[src/rtl/confusion_matrix_accumulator_core_defines.svh]
// Assertion macros shared by the confusion matrix accumulator RTL.
`ifndef CONFUSION_MATRIX_ACCUMULATOR_CORE_DEFINES_SVH
`define CONFUSION_MATRIX_ACCUMULATOR_CORE_DEFINES_SVH

// Same-cycle implication, sampled on clk and switched off during rst.
`define CMAC_ASSERT_IMP(name, ante, cons) \
  name: assert property (@(posedge clk) disable iff (rst) (ante) |-> (cons)) \
    else $error("%m: check failed");

// Next-cycle implication, sampled on clk and switched off during rst.
`define CMAC_ASSERT_NXT(name, ante, cons) \
  name: assert property (@(posedge clk) disable iff (rst) (ante) |=> (cons)) \
    else $error("%m: check failed");

`endif

[src/rtl/cmac_pkg.sv]
// Shared types and constants of the confusion matrix accumulator.
`timescale 1ns / 1ps
`default_nettype none

package cmac_pkg;

  localparam int MAX_CLASSES_DEF = 16;
  localparam int COUNT_WIDTH_DEF = 32;
  localparam int RESULT_W        = 32;
  localparam int PADDR_W         = 3;
  localparam int PDATA_W         = 32;

  localparam logic [1:0] ACT_PAIR  = 2'd0;
  localparam logic [1:0] ACT_SCORE = 2'd1;
  localparam logic [1:0] ACT_CLEAR = 2'd2;
  localparam logic [1:0] ACT_READ  = 2'd3;

  localparam logic REG_NUM_CLASSES = 1'b0;
  localparam logic REG_SCORE_CUT   = 1'b1;

  localparam logic [4:0]         NUM_CLASSES_RST = 5'd2;
  localparam logic signed [15:0] SCORE_CUT_RST   = 16'sd8192;

  typedef struct packed {
    logic [4:0]         num_classes;
    logic signed [15:0] score_cut;
  } cfg_t;

endpackage

`default_nettype wire

[src/rtl/cmac_cfg.sv]
// APB configuration registers of the confusion matrix accumulator.
`timescale 1ns / 1ps
`default_nettype none

module cmac_cfg (
  input  wire                              clk,
  input  wire                              rst,
  input  wire                              psel,
  input  wire                              penable,
  input  wire                              pwrite,
  input  wire [cmac_pkg::PADDR_W-1:0]      paddr,
  input  wire [cmac_pkg::PDATA_W-1:0]      pwdata,
  output logic [cmac_pkg::PDATA_W-1:0]     prdata,
  output logic                             pready,
  output cmac_pkg::cfg_t                   cfg
);

  logic wr_en;

  assign pready = 1'b1;
  assign wr_en  = psel && penable && pwrite;

  always_ff @(posedge clk) begin
    if (rst) begin
      cfg.num_classes <= cmac_pkg::NUM_CLASSES_RST;
      cfg.score_cut   <= cmac_pkg::SCORE_CUT_RST;
    end else if (wr_en) begin
      unique case (paddr[2])
        cmac_pkg::REG_NUM_CLASSES: cfg.num_classes <= pwdata[4:0];
        cmac_pkg::REG_SCORE_CUT:   cfg.score_cut   <= pwdata[15:0];
        default: ;
      endcase
    end
  end

  always_comb begin
    unique case (paddr[2])
      cmac_pkg::REG_NUM_CLASSES: prdata = {27'd0, cfg.num_classes};
      cmac_pkg::REG_SCORE_CUT:   prdata = {16'd0, cfg.score_cut};
      default:                   prdata = '0;
    endcase
  end

endmodule

`default_nettype wire

[config.mk]
export PLATFORM = sky130hd
export DESIGN_NAME = cmac_cfg
export DESIGN_NICKNAME = d
export VERILOG_FILES = /design/src/rtl/confusion_matrix_accumulator_core_defines.svh /design/src/rtl/cmac_pkg.sv /design/src/rtl/cmac_cfg.sv
export SDC_FILE = /design/constraint.sdc
export NUM_CORES = 1
export LEC_CHECK = 0
export ABC_AREA = 1
export BUFFER_PORTS_ARGS = -buffer_cell sky130_fd_sc_hd__buf_4
export CORE_AREA = 2 2 55 62
export CTS_CLUSTER_DIAMETER = 30
export DETAILED_ROUTE_END_ITERATION = 6
export DIE_AREA = 0 0 57 64
export PLACE_DENSITY_LB_ADDON = 0.05
export SYNTH_ARGS = -nofsm -noshare
export SYNTH_HDL_FRONTEND = slang
export SYNTH_SLANG_ARGS = --single-unit
[constraint.sdc]
create_clock -name clk -period 2.8 [get_ports clk]
set_clock_uncertainty 0.15 [all_clocks]
set_input_delay 0.56 -clock clk [delete_from_list [all_inputs] [get_ports clk]]
set_output_delay 0.56 -clock clk [all_outputs]
set_load 0.01 [all_outputs]
# Word level (Yosys, flattened, before mapping)
# Index checks and enable logic that the tools add are counted.
# Widths: inputs -> output; s select.
[op_classes]
n_mux = 1
reduce_logical = 4
bitwise_logic = 1
[op_table]
columns = ["cell", "count"]
rows = [
  ["$pmux 32 s2", 1],
  ["$reduce_and 2->1", 2],
  ["$logic_and 1x1->1", 2],
  ["$not 1->1", 1],
]
[totals]
register_bits = 21

# Logic depth before layout (Yosys ltp)
[logic_depth]
ltp_word = 3
mapped_depth = 6
depth_no_buf = 5

# Worst setup path after synthesis
# Ideal clock, no wire load.
[synth_timing]
path_type = "input port to output port"
startpoint = "input paddr[2] (netlist name)"
endpoint = "output prdata[0] (netlist name)"
path_buffers = 2
path_stages = 5
slack_ns = 0.966
t_arrival_ns = 1.124
path_cell_list = "buf_4 inv_2 buf_2 nand2_1 nand2_1"
[synth_between]
elab_chain_len = 2
[synth_lines]
columns = ["item", "line_no", "text"]
rows = [
  ["start, declared", "cmac_cfg.sv:11", "input wire [cmac_pkg::PADDR_W-1:0] paddr,"],
  ["$not 1->1", "--", ""],
  ["$pmux 32 s2 (*)", "cmac_cfg.sv:37", "unique case (paddr[2])"],
  ["end, declared", "cmac_cfg.sv:13", "output logic [cmac_pkg::PDATA_W-1:0] prdata,"],
]
# Every way passes the cells marked *; elsewhere a longest branch is shown, timed or not. The select of a mux whose other input is x is not followed.

# Worst setup path after layout
[layout_timing]
startpoint = "input paddr[2] (netlist name)"
endpoint = "output prdata[3] (netlist name)"
# Same word-level chain as after synthesis.

==> run_results.csv <==
group,metric,value,unit
status,outcome,"completed",
synth,synth_largest_type_area_fraction,34.7,%
final_layout,multi_input_combinational_cell_area,549,sq um
worst_setup_path,cell_chain_of_the_critical_path,"buf_4, inv_2, nand2_1, nand2_1, buf_4",
worst_setup_path,crit_required,2090,ps
drt,routed_wire_length_per_instance,9.95,um
drt,drc,0,
final_layout,largest_register_ffs,21,
synth,netlist_instances,191,
synth,yosys-top-cells-area,"sky130_fd_sc_hd__dfxtp_1 (35%), sky130_fd_sc_hd__nand2_1 (15%), sky130_fd_sc_hd__nor2_1 (12%)",
floorplan,floorplan.die.width,57,um
final_layout,register_ranked_first_by_flip_flop_count,"cfg",
worst_setup_path,max_stage_delay,320,ps
clock_network,cts.repair_timing.setup_buffer_count,0,
synth,synth_seq_cells,21,
worst_setup_path,crit_slowest_cell,"sky130_fd_sc_hd__buf_4",
clock_network,cts_buffers,3,
worst_setup_path,crit_fanout,34,
final_layout,final_util,52.8,%
clock_network,htree_num_levels,1,
clock_network,postCtsResizedCells,0,
final_layout,final_net_count,283,
flow_run,max_cap_violations,0,
worst_setup_path,cp_num_buf_inv,3,
place,routabilityCongestion,0.652,
global_route,antenna_found_initial,0,
place,dpl_worst_slack,680,ps
global_route,aggregate_global_route_resource_usage,15.2,%
final_layout,n_antenna_cell,0,
floorplan,initial_utilization,40.4,%
worst_setup_path,ff2ff_path_depth,2,
power,ir_worst_vdd,0.000238,V
global_route,grt_start_max_net_pins,35,
floorplan,core_area,0.00300,sq mm
floorplan,die_height,64,um
sta,totalNegativeSetupSlack,0,ps
clock_network,clock_latency_on_the_worst_skew_pair,300,ps
clock_network,tritoncts,"yes",
worst_setup_path,reg2reg_setup_slack,2030,ps
worst_hold_path,holdCritStartpoint,"pwdata[13]",
sta,portion_of_the_clock_cycle_consumed_by_the_worst_path_in_the_final_layout,75.0,%
floorplan,design.die.area,0.00365,sq mm
worst_hold_path,whs_path_depth,3,
worst_hold_path,whs_endpoint,"cfg[13]",
clock_network,clockBufferDepth,2,
worst_setup_path,critPathLaunchType,"input port",
drt,aggregate_routed_wire_length,2750,um
sta,rsz0062_at_grt,"no",
worst_setup_path,crit_family,"buffers and inverters",
final_layout,top_regs,"cfg: 21 flops",
place,port_buffers,58,
sta,final_critical_path_setup_slack,699,ps
synth,synth_unique_cells,18,
drt,drt_iter0_drc,24,
sta,worstMarginPinSlew,649,ps
final_layout,fillCellCount,347,
sta,count_of_final_setup_violators,0,
worst_setup_path,crit-reg2reg-capture,"cfg[17]",
clock_network,clkTransAtPathRegs,120,ps
synth,yosysTopAreaCell,"sky130_fd_sc_hd__dfxtp_1",
floorplan,total_number_of_placement_rows,21,
sta,relative_slew_slack,56.7,%
synth,synthesis.area,0.00121,sq mm
synth,synth_sequential_area_ratio,34.7,%
final_layout,final_cell_area,0.00158,sq mm
drt,first_pass_iters,5,
sta,final_hold_viol_count,0,
clock_network,clock_tree.root_cell,"sky130_fd_sc_hd__clkbuf_4",
sta,period_minus_slack,2100,ps
clock_network,clock_sinks,21,
worst_setup_path,setup.worst_path.class,"in2out",
final_layout,area_growth_syn_to_layout,30.7,%
final_layout,sequential_cell_area,420,sq um
global_route,grt_pass1_vias,953,
power,power-per-cell-area,374,mW/mm^2
place,dpl.hpwl,1900,um
worst_hold_path,worstHoldPathType,"in2reg",
place,dpl-instance-area,0.00156,sq mm
drt,via_per_inst,4.28,
drt,ant_nets,0,
sta,fmax,0.476,GHz
synth,ys.warnings.count,0,
worst_setup_path,worstPathArrival,1390,ps
synth,synth_area_per_cell,6.34,sq um
global_route,grt_pass1_wl,4370,um
worst_setup_path,reg2reg_from,"cfg[17]",
clock_network,cts_hold_repair.buffers,0,
final_layout,fraction_of_layout_instances_using_a_drive_strength_above_1,27.3,%
sta,slew_violations,0,
floorplan,top_level_ports,94,
drt,vias,1182,
worst_setup_path,worstSetupEndpointType,"output port",
global_route,globalRoute.totalOverflow,0,
power,power.leakage,0.000949,uW
-- worst max-delay path by stage --
stage          cells after the start  slack, ps  startpoint         to
3_3_place_gp                       5        680    paddr[2]  prdata[3]
3_5_place_dp                       5        680    paddr[2]  prdata[3]
2_1_floorplan                      5        970    paddr[2]  prdata[0]
4_1_cts                            5        680    paddr[2]  prdata[3]
5_1_grt                            5        590    paddr[2]  prdata[3]
6_report                           5        700    paddr[2]  prdata[3]
-- cells in the final DEF, fill, tap and decap left out, drive strengths merged --
cell type and instances:
clkbuf 4, inv 29, buf 58, nor2 41, nand2 48, dfxtp 21, conb 17, o21ai 2
nand3 22
-- kinds of logic (layout without fill, tap and decap cells) --
family | count (synthesis) | after routing | synth area share [%]
simple gates | 111 | 111 | 39.3
buf+inv | 55 | 91 | 24.6
flops | 21 | 21 | 34.7
other cells | 2 | 17 | 0.620
compound gates | 2 | 2 | 0.826
-- final cells by class --
cell class	instances	share of cell area (%)
Inverter	29	6.88
Clock buffer	4	1.66
Sequential cell	21	26.6
Timing Repair Buffer	58	27.5
Tap cell	34	2.69
Multi-Input combinational cell	130	34.7
-- worst register-to-register path: stages (launching register included) --
cell and delay (ps):
sky130_fd_sc_hd__dfxtp_1 350, sky130_fd_sc_hd__o21ai_0 70, sky130_fd_sc_hd__nand3_1 80
-- layer usage --
layer	up-vias	track usage, %	part of all wire (%)
li1	627	-	-
met1	506	17.5	43
met2	44	26.9	48
met3	5	3.04	7.6
met4	0	6.10	1.5
met5	-	0	0
-- per-stage QoR --
| step | instances | total power, uW | hold WS, ps |
|---|---|---|---|
| after floorplan | 206 | 413 | 361 |
| after global placement | 272 | 450 | 336 |
| after detailed placement | 272 | 450 | 343 |
| after CTS | 276 | 598 | 298 |
| after global routing | 276 | 629 | 308 |
| final | 276 | 592 | 305 |
-- synth_stat cells --
cell type	number
sky130_fd_sc_hd__buf_2	4
sky130_fd_sc_hd__nor2_2	1
sky130_fd_sc_hd__nor2_1	38
sky130_fd_sc_hd__inv_1	28
sky130_fd_sc_hd__buf_4	18
sky130_fd_sc_hd__clkbuf_1	1
sky130_fd_sc_hd__nor2_8	1
sky130_fd_sc_hd__buf_1	1
sky130_fd_sc_hd__buf_6	1
sky130_fd_sc_hd__nand2_1	48
sky130_fd_sc_hd__dfxtp_1	21
sky130_fd_sc_hd__nand3_1	21
sky130_fd_sc_hd__o21ai_0	2
sky130_fd_sc_hd__conb_1	2
sky130_fd_sc_hd__buf_8	1
sky130_fd_sc_hd__nand3_2	1
sky130_fd_sc_hd__nor2_4	1
sky130_fd_sc_hd__inv_2	1
-- power breakdown --
group	switching [uW]	leakage [uW]	internal, uW
Clock	94.5	0.0000150	55.5
Sequential	7.82	0.000171	309
Combinational	69.7	0.000763	55.3
Total	172	0.000949	420
No activity file was read; power rests on OpenSTA's default activity.
